### config.mk
export PLATFORM = sky130hd
export DESIGN_NAME = gregorian_date_arithmetic_flat
export DESIGN_NICKNAME = d
export VERILOG_FILES = /design/src/hw/rtl/gda_pkg.sv /design/src/hw/rtl/gda_if.sv /design/src/hw/rtl/gda_ctrl.sv /design/src/hw/rtl/gda_dp.sv /design/src/hw/rtl/gregorian_date_arithmetic.sv /design/src/flat_wrapper.sv
export SDC_FILE = /design/constraint.sdc
export NUM_CORES = 1
export LEC_CHECK = 0
export BUFFER_PORTS_ARGS = -buffer_cell sky130_fd_sc_hd__buf_4
export CORE_MARGIN = 4
export CORE_UTILIZATION = 68
export DETAILED_ROUTE_END_ITERATION = 8
export GPL_TIMING_DRIVEN = 0
export PLACE_DENSITY = 0.9
export SYNTH_ARGS = -nofsm -noshare
export SYNTH_HDL_FRONTEND = slang
export SYNTH_SLANG_ARGS = --single-unit
### constraint.sdc
create_clock -name clk -period 15 [get_ports clk]
set_input_delay 4.5 -clock clk [delete_from_list [all_inputs] [get_ports clk]]
set_output_delay 4.5 -clock clk [all_outputs]
set_load 0.01 [all_outputs]
### src/hw/rtl/gda_pkg.sv
// shared types, constants and calendar helpers for the date arithmetic block
package gda_pkg;

  localparam int YEAR_W  = 14;
  localparam int MONTH_W = 4;
  localparam int DAY_W   = 5;
  localparam int CNT_W   = 16;
  localparam int DOY_W   = 9;
  localparam int DIST_W  = 22;
  localparam int SER_W   = 23;
  localparam int WYEAR_W = 16;
  localparam int QUO_W   = 8;

  localparam int TOP_YEAR = 9999;
  localparam int TOP_P    = TOP_YEAR - 1;
  localparam logic [SER_W-1:0] TOP_SERIAL =
    SER_W'(365 * TOP_P + TOP_P / 4 - TOP_P / 100 + TOP_P / 400 + 365);
  localparam logic [DIST_W-1:0] DIST_MAX = '1;

  localparam logic [SER_W-1:0] DAYS_400 = SER_W'(146097);
  localparam logic [SER_W-1:0] DAYS_100 = SER_W'(36524);
  localparam logic [SER_W-1:0] DAYS_4   = SER_W'(1461);
  localparam logic [SER_W-1:0] DAYS_1   = SER_W'(365);

  // y / 100 as (y * RECIP) >> RECIP_SH, exact for all 14-bit years
  localparam logic [12:0] RECIP    = 13'd5243;
  localparam int          RECIP_SH = 19;

  localparam logic [MONTH_W-1:0] MON_FEB = 4'd2;
  localparam logic [MONTH_W-1:0] MON_DEC = 4'd12;

  typedef enum logic [2:0] {
    CMD_NOP,
    CMD_LOAD,
    CMD_QUO,
    CMD_SER1,
    CMD_SER2,
    CMD_CMP,
    CMD_WALK,
    CMD_PUBLISH
  } gda_op_t;

  typedef struct packed {
    gda_op_t op;
    logic    sel;   // 0: date a, 1: date b
  } gda_cmd_t;

  typedef struct packed {
    logic walk_done;
  } gda_stat_t;

  function automatic logic [DAY_W-1:0] month_days(input logic [MONTH_W-1:0] m,
                                                  input logic leap);
    logic [DAY_W-1:0] r;
    case (m)
      4'd1, 4'd3, 4'd5, 4'd7, 4'd8, 4'd10, 4'd12: r = 5'd31;
      4'd4, 4'd6, 4'd9, 4'd11: r = 5'd30;
      4'd2: r = leap ? 5'd29 : 5'd28;
      default: r = 5'd0;
    endcase
    return r;
  endfunction

  // days in the months before m, common year
  function automatic logic [DOY_W-1:0] days_before(input logic [MONTH_W-1:0] m);
    logic [DOY_W-1:0] r;
    case (m)
      4'd1:  r = 9'd0;
      4'd2:  r = 9'd31;
      4'd3:  r = 9'd59;
      4'd4:  r = 9'd90;
      4'd5:  r = 9'd120;
      4'd6:  r = 9'd151;
      4'd7:  r = 9'd181;
      4'd8:  r = 9'd212;
      4'd9:  r = 9'd243;
      4'd10: r = 9'd273;
      4'd11: r = 9'd304;
      4'd12: r = 9'd334;
      default: r = 9'd0;
    endcase
    return r;
  endfunction

endpackage

### src/hw/rtl/gda_if.sv
// valid/ready channel interfaces for the date arithmetic block
interface gda_in_if;
  logic        valid;
  logic        ready;
  logic [13:0] year_a;
  logic [3:0]  month_a;
  logic [4:0]  day_a;
  logic [13:0] year_b;
  logic [3:0]  month_b;
  logic [4:0]  day_b;
  logic [15:0] add_count;

  modport source (output valid, year_a, month_a, day_a, year_b, month_b, day_b,
                  add_count, input ready);
  modport sink (input valid, year_a, month_a, day_a, year_b, month_b, day_b,
                add_count, output ready);
endinterface

interface gda_out_if;
  logic        valid;
  logic        ready;
  logic        valid_a;
  logic        valid_b;
  logic        leap_a;
  logic [8:0]  day_of_year_a;
  logic [21:0] day_distance;
  logic        a_before_b;
  logic        a_after_b;
  logic        a_equals_b;
  logic [13:0] sum_year;
  logic [3:0]  sum_month;
  logic [4:0]  sum_day;
  logic        sum_overflow;

  modport source (output valid, valid_a, valid_b, leap_a, day_of_year_a, day_distance,
                  a_before_b, a_after_b, a_equals_b, sum_year, sum_month, sum_day,
                  sum_overflow, input ready);
  modport sink (input valid, valid_a, valid_b, leap_a, day_of_year_a, day_distance,
                a_before_b, a_after_b, a_equals_b, sum_year, sum_month, sum_day,
                sum_overflow, output ready);
endinterface

### src/hw/rtl/gda_ctrl.sv
// sequencing state machine for the date arithmetic block
module gda_ctrl import gda_pkg::*; (
  input  logic      clk,
  input  logic      rst,
  input  logic      in_valid,
  output logic      in_ready,
  output logic      out_valid,
  input  logic      out_ready,
  input  gda_stat_t stat,
  output gda_cmd_t  cmd
);

  typedef enum logic [9:0] {
    ST_IDLE = 10'b0000000001,
    ST_QA   = 10'b0000000010,
    ST_S1A  = 10'b0000000100,
    ST_S2A  = 10'b0000001000,
    ST_QB   = 10'b0000010000,
    ST_S1B  = 10'b0000100000,
    ST_S2B  = 10'b0001000000,
    ST_CMP  = 10'b0010000000,
    ST_WALK = 10'b0100000000,
    ST_FIN  = 10'b1000000000
  } state_t;

  state_t state, state_next;
  logic   publish;

  assign in_ready = (state == ST_IDLE);
  assign publish  = (state == ST_FIN) && (!out_valid || out_ready);

  always_comb begin
    state_next = state;
    cmd.op     = CMD_NOP;
    cmd.sel    = 1'b0;
    case (state)
      ST_IDLE: begin
        if (in_valid) begin
          cmd.op     = CMD_LOAD;
          state_next = ST_QA;
        end
      end
      ST_QA: begin
        cmd.op     = CMD_QUO;
        state_next = ST_S1A;
      end
      ST_S1A: begin
        cmd.op     = CMD_SER1;
        state_next = ST_S2A;
      end
      ST_S2A: begin
        cmd.op     = CMD_SER2;
        state_next = ST_QB;
      end
      ST_QB: begin
        cmd.op     = CMD_QUO;
        cmd.sel    = 1'b1;
        state_next = ST_S1B;
      end
      ST_S1B: begin
        cmd.op     = CMD_SER1;
        cmd.sel    = 1'b1;
        state_next = ST_S2B;
      end
      ST_S2B: begin
        cmd.op     = CMD_SER2;
        cmd.sel    = 1'b1;
        state_next = ST_CMP;
      end
      ST_CMP: begin
        cmd.op     = CMD_CMP;
        state_next = ST_WALK;
      end
      ST_WALK: begin
        if (stat.walk_done) begin
          state_next = ST_FIN;
        end else begin
          cmd.op = CMD_WALK;
        end
      end
      ST_FIN: begin
        if (publish) begin
          cmd.op     = CMD_PUBLISH;
          state_next = ST_IDLE;
        end
      end
      default: state_next = ST_IDLE;
    endcase
  end

  always_ff @(posedge clk) begin
    if (rst) begin
      state     <= ST_IDLE;
      out_valid <= 1'b0;
    end else begin
      state <= state_next;
      if (publish) begin
        out_valid <= 1'b1;
      end else if (out_ready) begin
        out_valid <= 1'b0;
      end
    end
  end

endmodule

### src/hw/rtl/gda_dp.sv
// datapath: date checks, serial day numbers, compare and serial-to-date walk
module gda_dp import gda_pkg::*; (
  input  logic       clk,
  input  gda_cmd_t   cmd,
  output gda_stat_t  stat,
  gda_in_if.sink     in_ch,
  gda_out_if.source  out_ch
);

  typedef enum logic [2:0] {
    PH_400, PH_100, PH_4, PH_1, PH_MON, PH_END
  } phase_t;

  // captured item
  logic [YEAR_W-1:0]  ya, yb;
  logic [MONTH_W-1:0] ma, mb;
  logic [DAY_W-1:0]   da, db;
  logic [CNT_W-1:0]   cnt;

  // per-date work
  logic [YEAR_W-1:0]  y_s;
  logic [MONTH_W-1:0] m_s;
  logic [DAY_W-1:0]   d_s;
  logic [QUO_W-1:0]   quo;
  logic [26:0]        quo_prod;
  logic [15:0]        quo100;
  logic               z100, leap_s, valid_s;
  logic [DOY_W-1:0]   ord_s;
  logic [YEAR_W-1:0]  p_s;
  logic [SER_W-1:0]   m365_s, m365;
  logic [11:0]        corr_s, corr;
  logic [DOY_W-1:0]   ord;
  logic [SER_W-1:0]   ser_s;

  // per-item results
  logic               va, vb, leapa;
  logic [DOY_W-1:0]   doya;
  logic [SER_W-1:0]   ser_a, ser_b;
  logic [SER_W-1:0]   sum_s, diff_s;
  logic [DIST_W-1:0]  distance;
  logic               bef, aft, eq, ovf;

  // walk
  phase_t             ph;
  logic [SER_W-1:0]   n, sub_s;
  logic [WYEAR_W-1:0] wy;
  logic [1:0]         k100, k1;
  logic [4:0]         k4;
  logic [MONTH_W-1:0] mo;
  logic               leap_w, take;

  assign stat.walk_done = (ph == PH_END);

  assign y_s = cmd.sel ? yb : ya;
  assign m_s = cmd.sel ? mb : ma;
  assign d_s = cmd.sel ? db : da;

  assign quo_prod = 27'(y_s) * 27'(RECIP);

  // leap rule from y/100: divisible by 100 when y equals 100*quo
  assign quo100  = (16'(quo) << 6) + (16'(quo) << 5) + (16'(quo) << 2);
  assign z100    = (16'(y_s) == quo100);
  assign leap_s  = (y_s[1:0] == 2'b00) && (!z100 || (quo[1:0] == 2'b00));
  assign valid_s = (y_s != '0) && (m_s >= 4'd1) && (m_s <= MON_DEC) && (d_s != '0) &&
                   (d_s <= month_days(m_s, leap_s));
  assign ord_s   = days_before(m_s) + DOY_W'(d_s) +
                   DOY_W'(leap_s && (m_s > MON_FEB));
  assign p_s     = y_s - YEAR_W'(1);
  assign m365_s  = SER_W'(p_s) * SER_W'(365);
  // p/4 - p/100 + p/400 with p = y-1
  assign corr_s  = 12'(p_s >> 2) - (12'(quo) - 12'(z100)) +
                   (12'(quo >> 2) - 12'(z100 && (quo[1:0] == 2'b00)));
  assign ser_s   = m365 + SER_W'(corr) + SER_W'(ord);

  assign sum_s  = ser_a + SER_W'(cnt);
  assign diff_s = (ser_a > ser_b) ? (ser_a - ser_b) : (ser_b - ser_a);

  // walked year is leap when it is the fourth of its 4-year group, except
  // the last group of a century that is not the fourth century
  assign leap_w = (k1 == 2'd3) && ((k4 != 5'd24) || (k100 == 2'd3));

  always_comb begin
    sub_s = '0;
    take  = 1'b0;
    case (ph)
      PH_400: begin
        sub_s = DAYS_400;
        take  = (n >= DAYS_400);
      end
      PH_100: begin
        sub_s = DAYS_100;
        take  = (k100 != 2'd3) && (n >= DAYS_100);
      end
      PH_4: begin
        sub_s = DAYS_4;
        take  = (n >= DAYS_4);
      end
      PH_1: begin
        sub_s = DAYS_1;
        take  = (k1 != 2'd3) && (n >= DAYS_1);
      end
      PH_MON: begin
        sub_s = SER_W'(month_days(mo, leap_w));
        take  = (mo != MON_DEC) && (n >= sub_s);
      end
      default: begin
        sub_s = '0;
        take  = 1'b0;
      end
    endcase
  end

  always_ff @(posedge clk) begin
    case (cmd.op)
      CMD_LOAD: begin
        ya  <= in_ch.year_a;
        ma  <= in_ch.month_a;
        da  <= in_ch.day_a;
        yb  <= in_ch.year_b;
        mb  <= in_ch.month_b;
        db  <= in_ch.day_b;
        cnt <= in_ch.add_count;
      end
      CMD_QUO: begin
        quo <= quo_prod[RECIP_SH +: QUO_W];
      end
      CMD_SER1: begin
        m365 <= m365_s;
        corr <= corr_s;
        ord  <= ord_s;
        if (cmd.sel) begin
          vb <= valid_s;
        end else begin
          va    <= valid_s;
          leapa <= leap_s;
          doya  <= ord_s;
        end
      end
      CMD_SER2: begin
        if (cmd.sel) begin
          ser_b <= ser_s;
        end else begin
          ser_a <= ser_s;
        end
      end
      CMD_CMP: begin
        distance <= (va && vb) ? ((diff_s > SER_W'(DIST_MAX)) ? DIST_MAX
                                                              : diff_s[DIST_W-1:0])
                               : '0;
        bef  <= va && vb && (ser_a < ser_b);
        aft  <= va && vb && (ser_a > ser_b);
        eq   <= va && vb && (ser_a == ser_b);
        ovf  <= va && (sum_s > TOP_SERIAL);
        n    <= sum_s - SER_W'(1);
        wy   <= WYEAR_W'(1);
        ph   <= PH_400;
        k100 <= '0;
        k4   <= '0;
        k1   <= '0;
        mo   <= 4'd1;
      end
      CMD_WALK: begin
        if (take) begin
          n <= n - sub_s;
          case (ph)
            PH_400: wy <= wy + WYEAR_W'(400);
            PH_100: begin
              wy   <= wy + WYEAR_W'(100);
              k100 <= k100 + 2'd1;
            end
            PH_4: begin
              wy <= wy + WYEAR_W'(4);
              k4 <= k4 + 5'd1;
            end
            PH_1: begin
              wy <= wy + WYEAR_W'(1);
              k1 <= k1 + 2'd1;
            end
            PH_MON: mo <= mo + 4'd1;
            default: wy <= wy;
          endcase
        end else begin
          case (ph)
            PH_400:  ph <= PH_100;
            PH_100:  ph <= PH_4;
            PH_4:    ph <= PH_1;
            PH_1:    ph <= PH_MON;
            default: ph <= PH_END;
          endcase
        end
      end
      CMD_PUBLISH: begin
        out_ch.valid_a       <= va;
        out_ch.valid_b       <= vb;
        out_ch.leap_a        <= leapa;
        out_ch.day_of_year_a <= va ? doya : '0;
        out_ch.day_distance  <= distance;
        out_ch.a_before_b    <= bef;
        out_ch.a_after_b     <= aft;
        out_ch.a_equals_b    <= eq;
        out_ch.sum_overflow  <= ovf;
        if (!va) begin
          out_ch.sum_year  <= '0;
          out_ch.sum_month <= '0;
          out_ch.sum_day   <= '0;
        end else if (ovf) begin
          out_ch.sum_year  <= YEAR_W'(TOP_YEAR);
          out_ch.sum_month <= MON_DEC;
          out_ch.sum_day   <= 5'd31;
        end else begin
          out_ch.sum_year  <= wy[YEAR_W-1:0];
          out_ch.sum_month <= mo;
          out_ch.sum_day   <= n[DAY_W-1:0] + 5'd1;
        end
      end
      default: begin
        quo <= quo;
      end
    endcase
  end

endmodule

### src/hw/rtl/gregorian_date_arithmetic.sv
// top level of the proleptic gregorian date arithmetic block
//
//   channel  dir  handshake      contents
//   in_ch    in   valid/ready    two dates (year, month, day) and a day count
//   out_ch   out  valid/ready    validity, leap, day of year, distance, order, sum date
//
// one item at a time; fixed steps (accept, two date passes of quotient and
//   first and second serial step, compare, publish) and the walk, which
//   peels 400/100/4/1-year chunks and months off the sum, one subtract and
//   compare per cycle
// rst is synchronous and clears the sequencer and the output valid flag
// a finished item waits in the output register; the next item is taken and
//   worked on meanwhile, and its result waits until the register drains
module gregorian_date_arithmetic import gda_pkg::*; (
  input  logic     clk,
  input  logic     rst,
  gda_in_if.sink   in_ch,
  gda_out_if.source out_ch
);

  gda_cmd_t  cmd;
  gda_stat_t stat;
  logic      in_ready;
  logic      out_valid;

  // sequencer: steps per-date checks, compare, and the walk
  gda_ctrl u_ctrl (
    .clk       (clk),
    .rst       (rst),
    .in_valid  (in_ch.valid),
    .in_ready  (in_ready),
    .out_valid (out_valid),
    .out_ready (out_ch.ready),
    .stat      (stat),
    .cmd       (cmd)
  );

  // datapath holds the item, intermediate day numbers and the output register
  gda_dp u_dp (
    .clk    (clk),
    .cmd    (cmd),
    .stat   (stat),
    .in_ch  (in_ch),
    .out_ch (out_ch)
  );

  assign in_ch.ready  = in_ready;
  assign out_ch.valid = out_valid;

endmodule

### src/flat_wrapper.sv
// flat-port wrapper written by rule: the top's interface ports become plain ports
module gregorian_date_arithmetic_flat import gda_pkg::*;
  (clk, rst, in_ch_valid, in_ch_year_a, in_ch_month_a, in_ch_day_a, in_ch_year_b, in_ch_month_b, in_ch_day_b, in_ch_add_count, in_ch_ready, out_ch_valid, out_ch_valid_a, out_ch_valid_b, out_ch_leap_a, out_ch_day_of_year_a, out_ch_day_distance, out_ch_a_before_b, out_ch_a_after_b, out_ch_a_equals_b, out_ch_sum_year, out_ch_sum_month, out_ch_sum_day, out_ch_sum_overflow, out_ch_ready);
  gda_in_if in_ch_i ();
  gda_out_if out_ch_i ();
  input  logic clk;
  input  logic rst;
  input wire logic [$bits(in_ch_i.valid)-1:0] in_ch_valid;
  input wire logic [$bits(in_ch_i.year_a)-1:0] in_ch_year_a;
  input wire logic [$bits(in_ch_i.month_a)-1:0] in_ch_month_a;
  input wire logic [$bits(in_ch_i.day_a)-1:0] in_ch_day_a;
  input wire logic [$bits(in_ch_i.year_b)-1:0] in_ch_year_b;
  input wire logic [$bits(in_ch_i.month_b)-1:0] in_ch_month_b;
  input wire logic [$bits(in_ch_i.day_b)-1:0] in_ch_day_b;
  input wire logic [$bits(in_ch_i.add_count)-1:0] in_ch_add_count;
  output wire logic [$bits(in_ch_i.ready)-1:0] in_ch_ready;
  output wire logic [$bits(out_ch_i.valid)-1:0] out_ch_valid;
  output wire logic [$bits(out_ch_i.valid_a)-1:0] out_ch_valid_a;
  output wire logic [$bits(out_ch_i.valid_b)-1:0] out_ch_valid_b;
  output wire logic [$bits(out_ch_i.leap_a)-1:0] out_ch_leap_a;
  output wire logic [$bits(out_ch_i.day_of_year_a)-1:0] out_ch_day_of_year_a;
  output wire logic [$bits(out_ch_i.day_distance)-1:0] out_ch_day_distance;
  output wire logic [$bits(out_ch_i.a_before_b)-1:0] out_ch_a_before_b;
  output wire logic [$bits(out_ch_i.a_after_b)-1:0] out_ch_a_after_b;
  output wire logic [$bits(out_ch_i.a_equals_b)-1:0] out_ch_a_equals_b;
  output wire logic [$bits(out_ch_i.sum_year)-1:0] out_ch_sum_year;
  output wire logic [$bits(out_ch_i.sum_month)-1:0] out_ch_sum_month;
  output wire logic [$bits(out_ch_i.sum_day)-1:0] out_ch_sum_day;
  output wire logic [$bits(out_ch_i.sum_overflow)-1:0] out_ch_sum_overflow;
  input wire logic [$bits(out_ch_i.ready)-1:0] out_ch_ready;
  assign in_ch_i.valid = in_ch_valid;
  assign in_ch_i.year_a = in_ch_year_a;
  assign in_ch_i.month_a = in_ch_month_a;
  assign in_ch_i.day_a = in_ch_day_a;
  assign in_ch_i.year_b = in_ch_year_b;
  assign in_ch_i.month_b = in_ch_month_b;
  assign in_ch_i.day_b = in_ch_day_b;
  assign in_ch_i.add_count = in_ch_add_count;
  assign in_ch_ready = in_ch_i.ready;
  assign out_ch_valid = out_ch_i.valid;
  assign out_ch_valid_a = out_ch_i.valid_a;
  assign out_ch_valid_b = out_ch_i.valid_b;
  assign out_ch_leap_a = out_ch_i.leap_a;
  assign out_ch_day_of_year_a = out_ch_i.day_of_year_a;
  assign out_ch_day_distance = out_ch_i.day_distance;
  assign out_ch_a_before_b = out_ch_i.a_before_b;
  assign out_ch_a_after_b = out_ch_i.a_after_b;
  assign out_ch_a_equals_b = out_ch_i.a_equals_b;
  assign out_ch_sum_year = out_ch_i.sum_year;
  assign out_ch_sum_month = out_ch_i.sum_month;
  assign out_ch_sum_day = out_ch_i.sum_day;
  assign out_ch_sum_overflow = out_ch_i.sum_overflow;
  assign out_ch_i.ready = out_ch_ready;
  gregorian_date_arithmetic u_core (.clk(clk), .rst(rst), .in_ch(in_ch_i), .out_ch(out_ch_i));
endmodule
======== Yosys cells after proc, flatten, opt, wreduce, memory -nomap -nowiden ========
Memory sizes are Yosys's and may differ from the RTL's.
Index checks and enable logic that the tools add are counted.
word-level totals
  register bits ........................... 325
  memory bits (read-only) ................. 144
  bits of input ports ..................... 66
  output and inout port bits .............. 63
  word-level logic and storage cells ...... 248
  memories kept ........................... 1
operators by class
  add/subtract/negate cells ............... 25
  multiply operators ...................... 2
  magnitude comparators ................... 13
  equality and inequality tests ........... 64
  mux-type cells .......................... 46
  bitwise logic cells ..................... 2
  reduce and logical (&&, ||, !) cells .... 50
memories
  name             words  width  rd ports  clocked after memory_dff  wr ports  RTL line       source
  (no name shown)  16     9      1         0                         0         gda_pkg.sv:67  case (m)
operators by type and width
  cell                                                                                    number
  10-bit case mux with 10 select lines                                                    1
  18-bit case mux with 5 select lines                                                     1
  23-bit subtractor                                                                       3
  16-bit case mux with 4 select lines                                                     1
  23-bit by 22-bit > comparator with 1-bit output (second input constant)                 2
  23-bit two-way mux                                                                      2
  23-bit case mux with 2 select lines                                                     1
  4-bit == test (second input constant)                                                   10
  4-bit by 3-bit == test with 1-bit output (second input constant)                        8
  16-bit case mux with 2 select lines                                                     1
  10-bit two-way mux                                                                      3
  5-bit case mux with 3 select lines                                                      2
  14-bit two-way mux                                                                      2
  14-bit by 13-bit multiplier with 27-bit output (second input constant)                  1
  5-bit two-way mux                                                                       5
  23-bit by 12-bit adder with 23-bit output                                               1
  23-bit by 16-bit adder with 23-bit output                                               1
  23-bit by 9-bit adder with 23-bit output                                                1
  23-bit == test                                                                          1
  23-bit by 11-bit greater-or-equal comparator with 1-bit output (second input constant)  1
  23-bit by 16-bit greater-or-equal comparator with 1-bit output (second input constant)  1
  23-bit by 18-bit greater-or-equal comparator with 1-bit output (second input constant)  1
  23-bit by 5-bit greater-or-equal comparator with 1-bit output                           1
  23-bit by 9-bit greater-or-equal comparator with 1-bit output (second input constant)   1
  other kinds (73)                                                                        150

======== Logic depth before layout (Yosys ltp) ========
Gate-level depths: netlist (run 1).
  depth after elaboration ................. 12
  depth in mapped cells ................... 31
  depth with buffers taken out ............ 30

======== Worst setup path before layout (run 1) ========
OpenSTA, ideal clock, no wires.
  path kind ............................... input to register
  start point ............................. input port out_ch_ready
  end point ............................... register u_core.u_dp.out_ch.a_after_b (enable)
  setup time .............................. 487 ps
  arrival ................................. 7356 ps
  path slack .............................. 7157 ps
  stages .................................. 2
  path buffers ............................ 0
  cell sequence ........................... nand2b_1 > nor2b_1
on the way
  cells in the longest elaborated chain, start to end .. 5
ends and longest elaborated chain
  element                             RTL line            source
  from (decl)                         flat_wrapper.sv:30  input wire logic [$bits(out_ch_i.ready)-1:0] out_ch_ready;
  1-bit logical OR                    gda_ctrl.sv:30      assign publish = (state == ST_FIN) && (!out_valid || out_ready);
  1-bit logical AND                   gda_ctrl.sv:30
  3-bit two-way mux                   gda_ctrl.sv:82      if (publish) begin
  3-bit case mux with 7 select lines  gda_ctrl.sv:36      case (state)
  3-bit == test                       gda_dp.sv:114       case (cmd.op)
  to (signal assigned)                gda_dp.sv:199       out_ch.a_after_b <= aft;
  to (decl)                           gda_if.sv:36        a_before_b, a_after_b, a_equals_b, sum_year, sum_month, sum_day,
No other way between the ends.
A chain may end at the register's enable or synchronous reset.

======== Final worst setup path (run 1) ========
  start point ............................. register u_core.u_ctrl.state[4]
  end point ............................... register u_core.u_dp.m365[21] (data pin)
on the way
  cells in the longest elaborated chain, start to end .. 6
  elaborated cells between the ends (all ways) .. 8
  those cells by class .................... add/sub: 1; mul: 1; eq/ne: 3; mux: 2; reduce/logical: 1
ends and longest elaborated chain
  element                                                            RTL line        source
  from (decl)                                                        gda_ctrl.sv:26  state_t state, state_next;
  from (signal assigned)                                             gda_ctrl.sv:96  state <= state_next;
  10-bit by 7-bit == test with 1-bit output (tied with other cells)  gda_ctrl.sv:36
  3-bit OR reduction (no line) (*)                                   n/a
  1-bit two-way mux (*)                                              gda_ctrl.sv:36
  14-bit two-way mux (*)                                             gda_dp.sv:54    assign y_s = cmd.sel ? yb : ya;
  14-bit by 1-bit subtractor with 14-bit output (*)                  gda_dp.sv:68    assign p_s = y_s - YEAR_W'(1);
  14-bit by 9-bit multiplier with 23-bit output (*)                  gda_dp.sv:69    assign m365_s = SER_W'(p_s) * SER_W'(365);
  via u_core.u_dp.m365_s[21]                                         gda_dp.sv:30    logic [SER_W-1:0] m365_s, m365;
  to (signal assigned)                                               gda_dp.sv:128   m365 <= m365_s;
  to (decl)                                                          gda_dp.sv:30
The timed path passes the listed nets; every way through them passes the cells marked *.

==> summary by stage, run 1 <==
CTS
The CTS sink count is 323. The clock passes through at most 3 buffers. The clock tree from TritonCTS is built. The number of levels the H-tree was split into is 2.

The clock-pin slew of the registers on the worst-case setup and hold paths is 60 ps. Clock latency on the worst-skew pair, taken at its later pin, is 570 ps. CTS placed an instance of clkbuf_16 at the clock tree root.

In this run the post-CTS setup repair buffer count came out at 0. The number of buffers added by the clock tree synthesis step is 37. The number of buffers added to fix hold violations after cts is 0. The quantity of gates resized following cts is 0.

Final layout
In the final design database the tool counted 3269 nets. The final instance area is 29400 um2. The final core utilization is 0.763.

From synthesis to final layout, the design area changed by 11.1%. The register area is 9590 um2. The share of post-route cells with drive strength above 1 is 0.0835.

In the final layout, the multi-input gates occupy 15300 um2. The filler cell count is 2454. The antenna diode count is 0.

Setup path
The nature of the critical path startpoint is a flop. Among all stages on the critical path, the largest delay is contributed by mux2i_1. The highest cell delay on the worst timing path is 740 ps. The maximum fanout encountered on the critical timing path is 10. At the worst endpoint, the required time is between 15000 and 20000 ps. The critical path start-end classification is flop to flop.

The setup slack of the most critical reg-to-reg path is a little under 6000 ps. The endpoint type of the worst setup path is a flop. The data arrival time at the worst-slack endpoint is 9390 ps.

STA
Setup repair after global routing left no endpoint under its margin. The final number of max-transition violations came to 0. The sum of negative setup slack is 0 ps. The fraction of the cycle the final worst path needs is 0.607. At the pin with the least slew margin, the transition time is 1190 ps.

Between clock sinks in the finished design, the worst skew comes to roughly 28 ps. The worst pin sits at a relative slew slack of 0.184. Setup violations remaining at the end of the flow were counted as 0. Static timing analysis puts the maximum clock frequency at 110 MHz. For the finished layout, the period the worst path requires is 9100 ps. The hold violation count in the final report is 0.

Die
The number of rows created at floorplan is 72. The floorplan die width is 205 um. The initial utilization of the core area, before any placement, comes to 0.687. The floorplan step defined a die boundary enclosing 42200 um2. The vertical die dimension is between 200 and 250 um. The core area is 38600 um2.

The I/O pin count is 129.

Pwr
The switching share of total power is 0.389. Of the total power, registers draw 0.264. The design internal power is roughly 2.6 mW. The post-route total power is 4.33 mW. Summed over all nets, the switching power comes to 1.68 mW. The leakage power is 13.0 nW. VDD sags by at most 0.000177 V. Power spread over the standard cell area amounts to 147 nW/um2. The share of total power dissipated in combinational logic is 0.532. The share of total power dissipated in the clock network is 0.204.

Placement
The placed instance area is 28200 um2. The routability congestion estimate is 0.974. The detailed placement HPWL is 49900 um. The count of input and output buffers is 127.

Job
Across the run, the number of max-cap violations was 0.

Logic synthesis
Of the total synthesized cell area, the portion taken by full adders, half adders and majority gates is 0.256. The synthesized flop and latch total is 323. The most used flip-flop cell after synthesis is edfxtp_1. Sorting the synthesized cells by how often they occur yields 347 x inv_1, 340 x ha_1, 312 x edfxtp_1.

The biggest area contributor in the post-synthesis netlist is edfxtp_1. The synthesized design contains between 300 and 400 enable-type register cells. The most used standard cell by instance count after synthesis is inv_1. The largest family of logic cells by synthesized area is adder cells.

Of the total synthesized cell area, the portion taken by XOR and XNOR cells is 0.0692. The number of distinct standard cells referenced by the synthesized netlist is 82. During synthesis, Yosys emitted a total of 0 warnings.

The share of the synthesized area in the top cell type is 0.354. The portion of synthesized area spent on multiplexers is 0.0186. Counting flops with an async set or reset pin after synthesis yields a share of 0. The sequential-to-total area share from yosys stat is 0.362. The area fraction in and, or, nand and nor cells after synthesis is 0.111. Dividing the synthesized area by the synthesized cell count gives 10.3 um2. The synthesized instance count is around 2600. After synthesis the cells add up to 26500 um2. The complex-gate fraction of the synthesized area is 0.124.

The synthesized net count is 3096. Sorting the synthesized cells by area gives the leading types as edfxtp_1 35%, ha_1 16%, fa_1 9.5%, inv_1 4.9%, xnor2_1 4.6%.

Routing
The number of nets with antenna violations after routing is 0. The DRC violation count after routing is 0. The detail-routed via count per cell is 6.06. After detailed routing, the average wire length per cell comes to between 15 and 20 um. The final layout contains routed wiring with a total length of around 64000 um. The number of vias in the routed layout is roughly 20000. The detailed router finished its first iteration with roughly 1600 violations.

The first-pass iteration count of the detailed router is 5.

Outcome
The flow ran to the end, and the final reports show no timing, DRC or antenna violations.

Global route
The via count of the first global-routing pass is 20466. The number of antenna violations at the first check in global routing is 0. The overall global routing resource usage is 0.304. The first global-routing pass estimated around 100000 um of wire. Entering global routing, the biggest net connects 45 pins. The global route total overflow is 0.

Min path
The min-delay analysis places its worst path in the category flop to flop.
[flip-flops by register name (all words and copies together) (netlist names), 16 cells and up]
register                         count
u_core.u_dp.cnt                     16
u_core.u_dp.out_ch.day_distance     22
u_core.u_dp.m365                    23
u_core.u_dp.distance                22
u_core.u_dp.n                       23
u_core.u_dp.ser_a                   23
u_core.u_dp.ser_b                   23
[power by group through the flow]
stage	clock network [mW]	registers [mW]	logic, mW
global route	0.929	1.14	2.61
detailed placement	0	1.16	2.24
finish	0.883	1.14	2.30
global placement	0	1.16	2.10
CTS	0.890	1.14	2.29
floorplan	0	1.15	1.73
[worst max-delay path, delay by kind of cell (launching register included)]
kind            cells  cell delay [ps]
buf+inv             8             2420
flops               1              310
xor+xnor            2              240
compound gates      9             1980
fa+ha+maj           6             2380
mux                 1              740
simple gates        3              730
[stage by stage]
step | hold WS [ps] | cells | setup slack [ps]
floorplan | 400 | 2564 | 7160
finish | 414 | 3284 | 5900
global route | 418 | 3284 | 5490
detailed placement | 405 | 3216 | 6060
global placement | 400 | 3209 | 5960
CTS | 415 | 3284 | 6030
[kinds of logic after synthesis]
kind of cell | Yosys count
and+or+nand+nor | 592
AOI/OAI and AO/OA | 515
adders and majority gates | 466
buffers and inverters | 415
DFF | 323
xor gates and xnor gates | 206
muxes | 47
[path summary, 6_finish.rpt]
kind | from | cells past startpoint | to
setup / recovery | u_core.u_ctrl.state[4]$_SDFFE_PP0P_ | 29 | u_core.u_dp.m365[21]$_DFFE_PN_
hold / removal | u_core.u_dp.distance[20]$_SDFFCE_PN0P_ | 0 | u_core.u_dp.out_ch.day_distance[20]$_DFFE_PN_
setup reg to reg | u_core.u_ctrl.state[4]$_SDFFE_PP0P_ | 29 | u_core.u_dp.m365[21]$_DFFE_PN_
hold reg to reg | u_core.u_dp.distance[20]$_SDFFCE_PN0P_ | 0 | u_core.u_dp.out_ch.day_distance[20]$_DFFE_PN_
[placed cells by master (no fill, tap or decap), types with 13 or more instances in the layout]
cell type / instances
fa_1: 126
o211ai_1: 13
nand3_1: 50
o21a_1: 32
o21ai_0: 78
clkbuf_1: 57
o21ai_1: 26
nor2_1: 154
nor3_1: 39
and3_1: 19
xor2_1: 65
ha_1: 340
nand4_1: 26
o31ai_1: 14
and2_1: 29
nand2_1: 142
nor2b_1: 30
edfxtp_1: 312
a21oi_1: 158
a21o_1: 60
or3_1: 16
a21boi_0: 14
o21bai_1: 15
xnor2_1: 138
inv_1: 347
clkbuf_16: 37
a211oi_1: 19
nand2b_1: 17
buf_4: 128
a31oi_1: 18
nor4_1: 20
mux2i_1: 34
[layer usage]
| metal | wire [um] | up-vias | global-route usage |
|---|---|---|---|
| met4 | 2850 | 0 | 0.135 |
| met2 | 32600 | 825 | 0.544 |
| met3 | 4070 | 206 | 0.0418 |
| li1 | - | 9308 | - |
| met1 | 24200 | 9562 | 0.367 |
| met5 | 0 | - | 0 |
[area by class of cell]
class | instances | share of cell area
multi-input combinational | 1826 | 0.522
sequential | 323 | 0.326
inverter | 354 | 0.0452
timing repair buffer | 134 | 0.0367
clock buffer | 41 | 0.0320
tap | 518 | 0.0220
buffer | 61 | 0.00821
clock inverter | 27 | 0.00808
No activity file was read; power rests on OpenSTA's default activity.
==> run 2, diff against run 1 <==
--- a/config.mk
+++ b/config.mk
@@ -7,10 +7,10 @@
 export LEC_CHECK = 0
 export BUFFER_PORTS_ARGS = -buffer_cell sky130_fd_sc_hd__buf_4
 export CORE_MARGIN = 4
-export CORE_UTILIZATION = 68
+export CORE_UTILIZATION = 57
 export DETAILED_ROUTE_END_ITERATION = 8
 export GPL_TIMING_DRIVEN = 0
-export PLACE_DENSITY = 0.9
+export PLACE_DENSITY = 0.81
 export SYNTH_ARGS = -nofsm -noshare
 export SYNTH_HDL_FRONTEND = slang
 export SYNTH_SLANG_ARGS = --single-unit
==> constraint.sdc (replaced) <==
create_clock -name clk -period 7.65 [get_ports clk]
set_input_delay 2.295 -clock clk [delete_from_list [all_inputs] [get_ports clk]]
set_output_delay 2.295 -clock clk [all_outputs]
set_load 0.01 [all_outputs]
==> summary by stage, run 2 (synthesis results as in run 1) <==
Die
The number of rows created at floorplan is 78 (was 72). The floorplan die width is 224 um (was 205 um). The vertical die dimension is 224 um (was 205 um). The die area is 50000 um2 (was 42200 um2). The I/O pin count is 129 (unchanged). The core area is 45700 um2 (was 38600 um2). The starting density of the core came to 0.580 (was 0.687).

Pwr
The highest ir drop seen on vdd is 0.000346 V (was 0.000177 V). The design internal power is 5.24 mW (was 2.65 mW). The power per cell area is 289 nW/um2 (was 147 nW/um2). The switching power of the nets is 3.36 mW (was 1.68 mW). The post-route total power is 8.60 mW (was 4.33 mW).

The switching share of total power is 0.391 (was 0.389). The share of total power in combinational logic is 0.535 (was 0.532). The leakage power came to 13.0 nW (about the same). The sequential share of power is 0.261 (was 0.264).

The clock share of power is 0.204 (about the same).

Setup path
The highest cell delay on the worst timing path is 540 ps (was 740 ps). The launching instance or port of the critical path is u_core.u_ctrl.state[8]$_SDFFE_PP0P_ (was u_core.u_ctrl.state[4]$_SDFFE_PP0P_). The cell family contributing the most delay on the critical path is adder cells (was buffers and inverters). The maximum fanout encountered on the critical timing path is 10 (unchanged).

The most repeated library cell on the critical path is inv_1. The worst path buffer plus inverter count is 7 (was 8). The nature of the critical path startpoint is a flop (unchanged).

The start of the worst register-to-register path is u_core.u_ctrl.state[8]$_SDFFE_PP0P_ (was u_core.u_ctrl.state[4]$_SDFFE_PP0P_). The endpoint type of the worst setup path is a flop (unchanged). The critical path start-end classification is flop to flop (unchanged).

The slowest cell on the critical path was fa_1 (was mux2i_1). The data arrival time at the worst-slack endpoint is 7690 ps (was 9390 ps). The worst endpoint required time is 7940 ps (was 15290 ps).

Global route
The wire length of the first global-routing pass is 102000 um (was 103000 um). The overall global routing resource usage is 0.247 (was 0.304). The global-route met1 utilization is 0.307 (was 0.367).

The via count of the first global-routing pass is 19978 (was 20466). The most crowded layer after global routing is met2 (unchanged). The met3 demand-to-capacity share in global routing is 0.0337 (was 0.0418). The global route total overflow is 0 (unchanged).

The number of antenna violations at the first check in global routing is 0 (unchanged). The global routing usage on met2 is 0.443 (was 0.544). The largest net degree at the start of global routing is 46 (was 45).

CTS
The clock-pin slew of the registers on the worst-case setup and hold paths is 60 ps (about the same). The number of levels the H-tree was split into is 2 (unchanged). The CTS sink count came to 323 (unchanged). The clock tree from TritonCTS is built (unchanged). The number of buffers added to fix hold violations after cts is 0 (unchanged). The insertion delay of the later-clocked pin in the worst-skew pair is 560 ps (was 570 ps).

The worst-case clock buffer depth is 3 (unchanged). The library cell used as clock root buffer is clkbuf_16 (unchanged). The number of buffers added by the clock tree synthesis step is 36 (was 37).

Routing
The average wire per standard cell was 18.4 um (was 19.4 um). The number of vias in the routed layout is 19651 (was 19901). The number of nets with antenna violations after routing came to 0 (unchanged).

The DRC violation count after routing is 0 (unchanged). The routed wire length is 61900 um (was 63700 um). The detail-routed via count per cell is 5.84 (was 6.06).

The number of DRC violations after detailed-routing iteration 0 is 1464 (was 1625). The first-pass iteration count of the detailed router is 6 (was 5).

STA
The maximum achievable frequency is 135 MHz (was 110 MHz). The clock period minus final worst setup slack is 7400 ps (was 9100 ps). The number of failing setup endpoints in the final timing report came to 0 (unchanged). The hold violation count in the final report was 0 (unchanged). The worst path setup slack after routing is 245 ps (was 5900 ps).

The post-route worst hold slack is 417 ps (was 414 ps). The pin slew with the least headroom to its limit is 1140 ps (was 1190 ps). The worst-case clock skew is 31.7 ps (was 27.6 ps). The final number of max-transition violations is 0 (unchanged). The worst max-slew margin expressed relative to the limit was 0.239 (was 0.184). The fraction of the cycle the final worst path needs is 0.968 (was 0.607).

Placement
The pre-CTS setup slack is -1160 ps (was 6060 ps). The detailed placement HPWL is 48700 um (was 49900 um). The count of input and output buffers is 127 (unchanged). The routability congestion estimate came to 0.962 (was 0.974).

Final layout
The final core utilization is 0.652 (was 0.763). The share of post-route cells with drive strength above 1 is 0.0941 (was 0.0835). The leading cell type in the layout, fill and taps excluded is inv_1 (unchanged).

The register area is 9590 um2 (unchanged). The antenna diode count is 0 (unchanged). Most used cells in the layout excluding fill and tap cells: 345 x inv_1, 340 x ha_1, 312 x edfxtp_1 (was 347 x inv_1, 340 x ha_1, 312 x edfxtp_1). The area added between synthesis and finish is 12.5% (was 11.1%). The filler cell count is 3468 (was 2454). The final net count is 3269 (unchanged). The area taken by multi-input logic gates was 15600 um2 (was 15300 um2).

Outcome
Result of the run: finished, final reports clean (unchanged).

Job
The reported max-cap violation count was 0 (unchanged).

Min path
The path category of the worst min-delay check was flop to flop (unchanged). The source of the worst hold timing path is u_core.u_dp.aft$_DFFE_PP_ (was u_core.u_dp.distance[20]$_SDFFCE_PN0P_).
-- run 2: final cells by class --
cell class	instances	share of cell area
tap	600	0.0252
inverter	354	0.0447
clock inverter	24	0.00861
buffer	58	0.00828
multi-input combinational	1826	0.524
clock buffer	41	0.0312
sequential	323	0.322
timing repair buffer	138	0.0364
-- run 2: stage by stage --
stage,instances,TNS (ps),area [um2]
2_1_floorplan,2564,0,26500
3_3_place_gp,3291,-6200,28200
3_5_place_dp,3297,-9510,28300
4_1_cts,3361,0,29600
5_1_grt,3364,-32.0,29800
6_report,3364,0,29800
-- run 2: final timing paths --
path	endpoint	slack (ps)	depth (start not counted)
worst max register to register	u_core.u_dp.quo[7]$_DFFE_PN_	250	27
worst min-delay path	u_core.u_dp.out_ch.a_after_b$_DFFE_PN_	420	0
worst max-delay path	u_core.u_dp.quo[7]$_DFFE_PN_	250	27
worst min register to register	u_core.u_dp.out_ch.a_after_b$_DFFE_PN_	420	0
-- run 2: what timing repair did --
item	in CTS	in global routing
gates resized for setup	30	16
pin swaps	0	0
buffers inserted	0	5
setup endpoints to repair	20	9
hold endpoints to repair	0	0
gates cloned	0	0
-- run 2: power by group through the flow --
stage / registers (mW) / logic, mW / clock network, mW
after floorplan: 2.26 / 3.40 / 0
after global placement: 2.28 / 4.16 / 0
after detailed placement: 2.27 / 4.41 / 0
after CTS: 2.24 / 4.52 / 1.79
after global routing: 2.25 / 5.28 / 1.86
final: 2.25 / 4.60 / 1.75
-- run 2: routing by layer --
| layer | wire (um) | vias up |
|---|---|---|
| met5 | 0 | - |
| met4 | 2280 | 0 |
| met3 | 3830 | 158 |
| met2 | 31300 | 660 |
| met1 | 24500 | 9499 |
| li1 | - | 9334 |
